$ cat src/rtl/core/rv32_load_store_unit_macros.svh
// Assertion macros used by the load/store unit RTL.
`ifndef RV32_LOAD_STORE_UNIT_MACROS_SVH
`define RV32_LOAD_STORE_UNIT_MACROS_SVH

`ifndef SYNTH
`define RV32LSU_ASSERT_IMPL(label, clk, rst, ante, cons) \
  label: assert property (@(posedge clk) disable iff (rst) (ante) |-> (cons)) \
    else $error("rv32lsu: same-cycle check failed");
`define RV32LSU_ASSERT_NEXT(label, clk, rst, ante, cons) \
  label: assert property (@(posedge clk) disable iff (rst) (ante) |=> (cons)) \
    else $error("rv32lsu: next-cycle check failed");
`else
`define RV32LSU_ASSERT_IMPL(label, clk, rst, ante, cons)
`define RV32LSU_ASSERT_NEXT(label, clk, rst, ante, cons)
`endif

`endif

$ cat src/rtl/core/rv32lsu_pkg.sv
// Types, codes and helper functions of the RV32I load/store unit.
package rv32lsu_pkg;

  localparam int unsigned TAG_WIDTH = 6;

  typedef enum logic [3:0] {
    KIND_NONE = 4'd0,
    KIND_LB   = 4'd1,
    KIND_LH   = 4'd2,
    KIND_LW   = 4'd3,
    KIND_LBU  = 4'd4,
    KIND_LHU  = 4'd5,
    KIND_SB   = 4'd6,
    KIND_SH   = 4'd7,
    KIND_SW   = 4'd8
  } op_kind_t;

  typedef enum logic [1:0] {
    SIZE_BYTE = 2'd0,
    SIZE_HALF = 2'd1,
    SIZE_WORD = 2'd2
  } size_code_t;

  typedef enum logic [1:0] {
    STALL_NONE       = 2'd0,
    STALL_DATA       = 2'd1,
    STALL_MEM        = 2'd2,
    STALL_MISALIGNED = 2'd3
  } stall_cause_t;

  typedef struct packed {
    logic [3:0]           op_kind;
    logic [31:0]          op_addr;
    logic [TAG_WIDTH-1:0] op_tag;
    logic [4:0]           op_store_reg;
    logic                 op_store_ready;
    logic [31:0]          op_store_data;
    logic                 wb_valid;
    logic [4:0]           wb_reg;
    logic [31:0]          wb_value;
    logic                 mem_done;
    logic [31:0]          mem_rdata;
    logic                 out_taken;
  } in_t;

  typedef struct packed {
    logic                 out_valid;
    logic [TAG_WIDTH-1:0] out_tag;
    logic [31:0]          out_value;
    logic [31:0]          out_store_data;
    logic [1:0]           out_size_code;
    logic                 req_valid;
    logic                 req_write;
    logic [31:0]          req_addr;
    logic [1:0]           req_size_code;
    logic [31:0]          req_wdata;
    logic [1:0]           stall_cause;
    logic                 op_accepted;
  } out_t;

  function automatic logic kind_is_store(logic [3:0] k);
    return (k == KIND_SB) || (k == KIND_SH) || (k == KIND_SW);
  endfunction

  function automatic logic kind_is_valid(logic [3:0] k);
    return (k >= KIND_LB) && (k <= KIND_SW);
  endfunction

  function automatic logic [1:0] kind_size(logic [3:0] k);
    logic [1:0] sz;
    case (k)
      KIND_LB, KIND_LBU, KIND_SB: sz = SIZE_BYTE;
      KIND_LH, KIND_LHU, KIND_SH: sz = SIZE_HALF;
      default: sz = SIZE_WORD;
    endcase
    return sz;
  endfunction

endpackage

$ cat src/rtl/core/rv32lsu_step.sv
// Slot state of the load/store unit and the logic of one tick.
`include "rv32_load_store_unit_macros.svh"

module rv32lsu_step (
  input  logic               clk,
  input  logic               rst,
  input  logic               advance,
  input  rv32lsu_pkg::in_t   item,
  output rv32lsu_pkg::out_t  step_res
);

  typedef struct packed {
    logic                              addr_valid;
    logic [3:0]                        addr_kind;
    logic [31:0]                       addr_addr;
    logic [rv32lsu_pkg::TAG_WIDTH-1:0] addr_tag;
    logic [4:0]                        addr_store_reg;
    logic                              addr_data_ready;
    logic [31:0]                       addr_store_data;
    logic                              acc_valid;
    logic [3:0]                        acc_kind;
    logic [31:0]                       acc_value;
    logic [rv32lsu_pkg::TAG_WIDTH-1:0] acc_tag;
    logic [4:0]                        acc_store_reg;
    logic                              acc_data_ready;
    logic [31:0]                       acc_store_data;
    logic                              access_pending;
    logic                              access_finished;
    logic                              out_valid;
    logic [rv32lsu_pkg::TAG_WIDTH-1:0] out_tag;
    logic [31:0]                       out_value;
    logic [31:0]                       out_store_data;
    logic [1:0]                        out_size;
  } slot_state_t;

  slot_state_t st;
  slot_state_t st_next;

  function automatic slot_state_t complete_access(slot_state_t s, logic [31:0] rdata);
    slot_state_t r;
    r = s;
    case (s.acc_kind)
      rv32lsu_pkg::KIND_LB:  r.acc_value = {{24{rdata[7]}}, rdata[7:0]};
      rv32lsu_pkg::KIND_LBU: r.acc_value = {24'd0, rdata[7:0]};
      rv32lsu_pkg::KIND_LH:  r.acc_value = {{16{rdata[15]}}, rdata[15:0]};
      rv32lsu_pkg::KIND_LHU: r.acc_value = {16'd0, rdata[15:0]};
      rv32lsu_pkg::KIND_LW:  r.acc_value = rdata;
      rv32lsu_pkg::KIND_SB:  r.acc_store_data = {24'd0, s.acc_store_data[7:0]};
      rv32lsu_pkg::KIND_SH:  r.acc_store_data = {16'd0, s.acc_store_data[15:0]};
      default: ;
    endcase
    r.access_pending  = 1'b0;
    r.access_finished = 1'b1;
    return r;
  endfunction

  function automatic slot_state_t clear_acc(slot_state_t s);
    slot_state_t r;
    r = s;
    r.acc_valid      = 1'b0;
    r.acc_kind       = rv32lsu_pkg::KIND_NONE;
    r.acc_value      = '0;
    r.acc_tag        = '0;
    r.acc_store_reg  = '0;
    r.acc_data_ready = 1'b0;
    r.acc_store_data = '0;
    return r;
  endfunction

  function automatic slot_state_t drain(slot_state_t s);
    slot_state_t r;
    r = s;
    if (s.acc_valid && s.access_finished && !s.out_valid) begin
      r.out_valid      = 1'b1;
      r.out_tag        = s.acc_tag;
      r.out_value      = s.acc_value;
      r.out_store_data = rv32lsu_pkg::kind_is_store(s.acc_kind) ? s.acc_store_data : '0;
      r.out_size       = rv32lsu_pkg::kind_size(s.acc_kind);
      r                = clear_acc(r);
      r.access_finished = 1'b0;
    end
    return r;
  endfunction

  logic       done_used;
  logic       acc_store;
  logic [1:0] acc_size;
  logic       misaligned;

  always_comb begin
    st_next   = st;
    step_res  = '0;
    done_used = 1'b0;
    acc_store = 1'b0;
    acc_size  = rv32lsu_pkg::SIZE_BYTE;
    misaligned = 1'b0;
    step_res.stall_cause = rv32lsu_pkg::STALL_NONE;

    if (item.out_taken) begin
      st_next.out_valid = 1'b0;
    end

    // capture forwarded store data
    if (item.wb_valid) begin
      if (st_next.addr_valid && rv32lsu_pkg::kind_is_store(st_next.addr_kind) &&
          !st_next.addr_data_ready && st_next.addr_store_reg == item.wb_reg) begin
        st_next.addr_store_data = item.wb_value;
        st_next.addr_data_ready = 1'b1;
      end
      if (st_next.acc_valid && rv32lsu_pkg::kind_is_store(st_next.acc_kind) &&
          !st_next.acc_data_ready && st_next.acc_store_reg == item.wb_reg) begin
        st_next.acc_store_data = item.wb_value;
        st_next.acc_data_ready = 1'b1;
      end
    end

    if (st_next.acc_valid && st_next.access_pending) begin
      if (item.mem_done) begin
        st_next   = complete_access(st_next, item.mem_rdata);
        done_used = 1'b1;
      end else begin
        step_res.stall_cause = rv32lsu_pkg::STALL_MEM;
      end
    end

    st_next = drain(st_next);

    // advance address slot into access slot
    if (!st_next.acc_valid && st_next.addr_valid) begin
      st_next.acc_valid       = 1'b1;
      st_next.acc_kind        = st_next.addr_kind;
      st_next.acc_value       = st_next.addr_addr;
      st_next.acc_tag         = st_next.addr_tag;
      st_next.acc_store_reg   = st_next.addr_store_reg;
      st_next.acc_data_ready  = st_next.addr_data_ready;
      st_next.acc_store_data  = st_next.addr_store_data;
      st_next.access_pending  = 1'b0;
      st_next.access_finished = 1'b0;
      st_next.addr_valid      = 1'b0;
      st_next.addr_kind       = rv32lsu_pkg::KIND_NONE;
      st_next.addr_addr       = '0;
      st_next.addr_tag        = '0;
      st_next.addr_store_reg  = '0;
      st_next.addr_data_ready = 1'b0;
      st_next.addr_store_data = '0;
    end

    if (st_next.acc_valid && !st_next.access_pending && !st_next.access_finished) begin
      acc_store  = rv32lsu_pkg::kind_is_store(st_next.acc_kind);
      acc_size   = rv32lsu_pkg::kind_size(st_next.acc_kind);
      misaligned = ((acc_size == rv32lsu_pkg::SIZE_HALF) && st_next.acc_value[0]) ||
                   ((acc_size == rv32lsu_pkg::SIZE_WORD) && (st_next.acc_value[1:0] != 2'd0));
      if (acc_store && !st_next.acc_data_ready) begin
        step_res.stall_cause = rv32lsu_pkg::STALL_DATA;
      end else if (misaligned) begin
        step_res.stall_cause = rv32lsu_pkg::STALL_MISALIGNED;
        st_next = clear_acc(st_next);
      end else begin
        step_res.req_valid     = 1'b1;
        step_res.req_write     = acc_store;
        step_res.req_addr      = st_next.acc_value;
        step_res.req_size_code = acc_size;
        step_res.req_wdata     = acc_store ? st_next.acc_store_data : '0;
        st_next.access_pending = 1'b1;
        if (item.mem_done && !done_used) begin
          st_next = complete_access(st_next, item.mem_rdata);
        end else begin
          step_res.stall_cause = rv32lsu_pkg::STALL_MEM;
        end
      end
    end

    st_next = drain(st_next);

    if (!st_next.addr_valid && rv32lsu_pkg::kind_is_valid(item.op_kind)) begin
      st_next.addr_valid      = 1'b1;
      st_next.addr_kind       = item.op_kind;
      st_next.addr_addr       = item.op_addr;
      st_next.addr_tag        = item.op_tag;
      st_next.addr_store_reg  = item.op_store_reg;
      st_next.addr_data_ready = item.op_store_ready;
      st_next.addr_store_data = item.op_store_ready ? item.op_store_data : '0;
      step_res.op_accepted    = 1'b1;
    end

    step_res.out_valid      = st_next.out_valid;
    step_res.out_tag        = st_next.out_tag;
    step_res.out_value      = st_next.out_value;
    step_res.out_store_data = st_next.out_store_data;
    step_res.out_size_code  = st_next.out_size;
  end

  always_ff @(posedge clk) begin
    if (rst) begin
      st <= '0;
    end else if (advance) begin
      st <= st_next;
    end
  end

  `RV32LSU_ASSERT_IMPL(a_pending_has_slot, clk, rst, st.access_pending, st.acc_valid)
  `RV32LSU_ASSERT_IMPL(a_pending_not_done, clk, rst, st.access_pending, !st.access_finished)
  `RV32LSU_ASSERT_IMPL(a_req_stall, clk, rst, step_res.req_valid, (step_res.stall_cause == rv32lsu_pkg::STALL_NONE) || (step_res.stall_cause == rv32lsu_pkg::STALL_MEM))
  `RV32LSU_ASSERT_IMPL(a_req_aligned, clk, rst, step_res.req_valid && (step_res.req_size_code != rv32lsu_pkg::SIZE_BYTE), !step_res.req_addr[0] && ((step_res.req_size_code != rv32lsu_pkg::SIZE_WORD) || !step_res.req_addr[1]))
  `RV32LSU_ASSERT_NEXT(a_accept_fills, clk, rst, advance && step_res.op_accepted, st.addr_valid)

endmodule

$ cat src/rtl/core/rv32lsu_out_reg.sv
// Result register between the tick logic and the result channel.
module rv32lsu_out_reg (
  input  logic               clk,
  input  logic               rst,
  input  logic               load_valid,
  output logic               load_ready,
  input  rv32lsu_pkg::out_t  load_data,
  output logic               res_valid,
  input  logic               res_ready,
  output rv32lsu_pkg::out_t  res_data
);

  assign load_ready = !res_valid || res_ready;

  always_ff @(posedge clk) begin
    if (rst) begin
      res_valid <= 1'b0;
    end else if (load_ready) begin
      res_valid <= load_valid;
    end
  end

  always_ff @(posedge clk) begin
    if (load_valid && load_ready) begin
      res_data <= load_data;
    end
  end

endmodule

$ cat src/rtl/core/rv32_load_store_unit.sv
// RV32I load/store unit: one input word is one clock tick of the three-slot
// unit (address, access, output) and yields exactly one result word. The block
// takes one word per clock cycle; a word passes through an input register,
// the tick logic that updates the slot registers, and a result register in
// front of the result channel. The sustained rate of one word per cycle holds
// while the result side keeps taking words; when it stalls, the result
// register and then the input register fill and in_ready falls.
module rv32_load_store_unit (
  input  logic               clk,
  input  logic               rst,
  input  logic               in_valid,
  output logic               in_ready,
  input  rv32lsu_pkg::in_t   in_data,
  output logic               res_valid,
  input  logic               res_ready,
  output rv32lsu_pkg::out_t  res_data
);

  logic              in_q_valid;
  rv32lsu_pkg::in_t  in_q;
  logic              load_ready;
  logic              advance;
  rv32lsu_pkg::out_t step_res;

  assign advance  = in_q_valid && load_ready;
  assign in_ready = !in_q_valid || load_ready;

  // hold the word until the tick logic takes it
  always_ff @(posedge clk) begin
    if (rst) begin
      in_q_valid <= 1'b0;
    end else if (in_ready) begin
      in_q_valid <= in_valid;
    end
  end

  always_ff @(posedge clk) begin
    if (in_valid && in_ready) begin
      in_q <= in_data;
    end
  end

  rv32lsu_step u_step (
    .clk      (clk),
    .rst      (rst),
    .advance  (advance),
    .item     (in_q),
    .step_res (step_res)
  );

  rv32lsu_out_reg u_out_reg (
    .clk        (clk),
    .rst        (rst),
    .load_valid (in_q_valid),
    .load_ready (load_ready),
    .load_data  (step_res),
    .res_valid  (res_valid),
    .res_ready  (res_ready),
    .res_data   (res_data)
  );

endmodule
$ cat config.mk
export PLATFORM = sky130hd
export DESIGN_NAME = rv32_load_store_unit
export DESIGN_NICKNAME = d
export VERILOG_FILES = /design/src/rtl/core/rv32lsu_pkg.sv /design/src/rtl/core/rv32lsu_step.sv /design/src/rtl/core/rv32lsu_out_reg.sv /design/src/rtl/core/rv32_load_store_unit.sv
export VERILOG_INCLUDE_DIRS = /design/src /design/src/rtl/core
export SDC_FILE = /design/constraint.sdc
export NUM_CORES = 1
export LEC_CHECK = 0
export ABC_AREA = 1
export BUFFER_PORTS_ARGS = -buffer_cell sky130_fd_sc_hd__buf_2
export CORE_ASPECT_RATIO = 0.5
export CORE_UTILIZATION = 38
export CTS_CLUSTER_DIAMETER = 30
export CTS_CLUSTER_SIZE = 30
export DETAILED_ROUTE_END_ITERATION = 10
export GPL_ROUTABILITY_DRIVEN = 0
export SYNTH_ARGS = -nofsm -noshare
export SYNTH_HDL_FRONTEND = slang
export SYNTH_SLANG_ARGS = --single-unit
$ cat constraint.sdc
create_clock -name clk -period 7.54 [get_ports clk]
set_input_delay 0.754 -clock clk [delete_from_list [all_inputs] [get_ports clk]]
set_output_delay 0.754 -clock clk [all_outputs]
set_load 0.005 [all_outputs]
==> out/results.tsv <==
metric	value	unit
rsz0062_at_grt	false	
synth_fp_nets	3002	
firstDrtPassIters	6	
tritoncts	done	
overflow	0	
pin_count	302	
die_w	360	um
tns	0	ns
fmaxAchievable	170	MHz
start_util	0.386	
grt_pass1_wl	116	mm
p_leak	12.2	nW
wirelength	75.2	mm
nets	3226	
cts_setup_buffers	0	
slew_headroom	0.0769	
finalSetupViolCount	0	
clock-sinks	535	
cts_buffer_depth	3	
clock_skew	0.0236	ns
status	completed	
ys_ff_latch	535	
drc	0	
cp.required	8.05	ns
cp_top_family	simple AND/OR/NAND/NOR gates	
cts_buffers	93	
peakVddDrop	0.187	mV
ys.warnings.count	0	
cts-htree-levels	3	
vias_per_cell	5.28	
via_count	21100	
drv_cap	0	
first_iter_violations	1837	
worst_pin_slew	1.37	ns
placed_area	0.0264	sq mm
syn_inst	2846	
maxSlewViolCount	0	
root_buffer	clkbuf_16	
dp_hpwl	45.8	mm
core.rowCount	65	
die_area	0.0652	sq mm
hp-class	in -> reg	
worstPathMaxFanout	52	
hold_viol	0	
antenna_found_initial	1	
cts-resized-gates	0	
cts_hold_buffers	0	
design_power_total	0.00842	W
clock_latency	0.63	ns
clk_pin_slew	0.07	ns
path_buf_inv	3	
period_needed	5.90	ns
coreArea	0.0632	sq mm
slowest_stage	nand3_4	
crit_type	reg -> reg	
synth_area_per_cell	8.56	sq um
die_h	181	um
cp.arrival	6.41	ns
cp_cell_sequence	nand3_2, nand2_2, nand3_4, nand2_2, nand2_4, nand2_1, nand2_1, nor2_2, nand2_1, nand2_2, nand2_2, nand2_2, inv_2, a21boi_4, nand3_4, buf_12, nand2_1, nand3_1, nand2_1, inv_1	
synth_cell_types	42	
yosysSeqAreaShare	0.561	
slowest_delay	0.72	ns
drive_gt1_frac	0.182	
drtAntennaViolNets	0	
endpoint_kind	register	
port_buffers	301	
grt_max_degree	148	
start_kind	register	
syn_area	0.0244	sq mm
wl_per_cell	18.9	um
final_cell_area	0.0297	sq mm
grt_usage	0.227	
first_global_vias	20700	
area_growth	22.0	%
fin_crit_sh	0.782	
power_density	283	mW/mm^2
==> cell type report <==
cell class | count | area [sq um]
Timing Repair Buffer | 327 | 1730
Fill cell | 5937 | 33500
Multi-Input combinational cell | 1782 | 8680
Tap cell | 837 | 1050
Clock inverter | 77 | 951
Clock buffer | 98 | 2390
Sequential cell | 535 | 13700
Inverter | 331 | 1250
Antenna cell | 1 | 2.50
==> state kept, by name, summed over array words and instances, names as in the netlist <==
name                 flops
u_step.st              237
in_q                   152
u_out_reg.res_data     144
in_q_valid               1
u_out_reg.res_valid      1
==> path summary, 6_finish.rpt <==
check | start | end | slack, ns | cells past startpoint
worst max-delay path | u_step.st[155] | u_step.st[41] | 1.65 | 20
worst min register to register | u_step.st[133] | u_step.st[133] | 0.46 | 2
worst min-delay path | in_data[84] | in_q[84] | 0.29 | 1
worst max register to register | u_step.st[155] | u_step.st[41] | 1.65 | 20
==> worst reg2reg max path: stages (launching register included) <==
cell	delay (ns)
dfxtp_1	0.62
nand3_2	0.15
nand2_2	0.13
nand3_4	0.35
nand2_2	0.37
nand2_4	0.29
nand2_1	0.14
nand2_1	0.08
nor2_2	0.16
nand2_1	0.13
nand2_2	0.56
nand2_2	0.15
nand2_2	0.33
inv_2	0.14
a21boi_4	0.60
nand3_4	0.73
buf_12	0.49
nand2_1	0.14
nand3_1	0.10
nand2_1	0.09
inv_1	0.04
==> logic make-up after synthesis <==
| group | share of synthesized area |
|---|---|
| buffers and inverters | 0.0856 |
| xor gates and xnor gates | 0.00180 |
| and+or+nand+nor | 0.207 |
| DFF | 0.561 |
| AOI/OAI and AO/OA | 0.139 |
| muxes | 0.00616 |
==> synthesized netlist by cell type (all sizes together) <==
master / n / area share
a22oi: 1 / 0.00031
o21bai: 1 / 0.00077
o211ai: 85 / 0.027
o311ai: 16 / 0.0057
a32o: 1 / 0.00041
nor2: 210 / 0.033
a31oi: 2 / 0.00051
nand2: 691 / 0.11
edfxtp: 296 / 0.36
nand3: 167 / 0.035
or2: 36 / 0.0092
inv: 329 / 0.051
a21boi: 1 / 0.00077
a211oi: 31 / 0.0095
buf: 52 / 0.012
clkinv: 2 / 0.00031
xor2: 2 / 0.00072
o21ai: 153 / 0.032
dfxtp: 239 / 0.20
a21oi: 196 / 0.041
clkbuf: 146 / 0.022
nand4: 67 / 0.017
xnor2: 3 / 0.0011
a221o: 3 / 0.0012
mux2i: 15 / 0.0062
o21a: 5 / 0.0015
nor3: 21 / 0.0043
o22ai: 74 / 0.019
o2111ai: 1 / 0.00036
==> stage by stage <==
step / cells / hold WS [ns] / setup slack, ns / util
after floorplan: 2846 / 0.437 / 1.52 / -
after global placement: 3812 / 0.448 / 1.92 / 0.418
after detailed placement: 3812 / 0.452 / 1.77 / 0.418
after CTS: 3987 / 0.271 / 1.77 / 0.470
after global routing: 3988 / 0.261 / 1.25 / 0.470
final: 3988 / 0.293 / 1.65 / 0.470
==> cells in the final DEF (no fill, tap or decap), drive strengths merged, types with 2 or more instances in the layout <==
cell,synthesis,final
nand2,691,691
inv,329,355
buf,52,327
edfxtp,296,296
dfxtp,239,239
nor2,210,210
a21oi,196,196
nand3,167,167
o21ai,153,153
clkbuf,146,98
o211ai,85,85
o22ai,74,74
nand4,67,67
or2,36,36
clkinv,2,34
a211oi,31,31
nor3,21,21
o311ai,16,16
mux2i,15,15
bufinv,0,12
clkinvlp,0,7
o21a,5,5
xnor2,3,3
a221o,3,3
xor2,2,2
a31oi,2,2
==> report_power, final <==
part / total [W] / internal (W) / switching, W
clock: 0.00444 / 0.00279 / 0.00165
combinational: 0.000657 / 0.000197 / 0.000460
sequential: 0.00332 / 0.00325 / 0.0000736
total: 0.00842 / 0.00624 / 0.00218
==> routing by layer <==
layer,GRT usage,vias up,part of all wire
li1,-,10100,-
met1,0.286,10100,0.42
met2,0.384,730,0.49
met3,0.0386,157,0.058
met4,0.0942,0,0.033
met5,0,-,0
No activity file was read; power rests on OpenSTA's default activity.
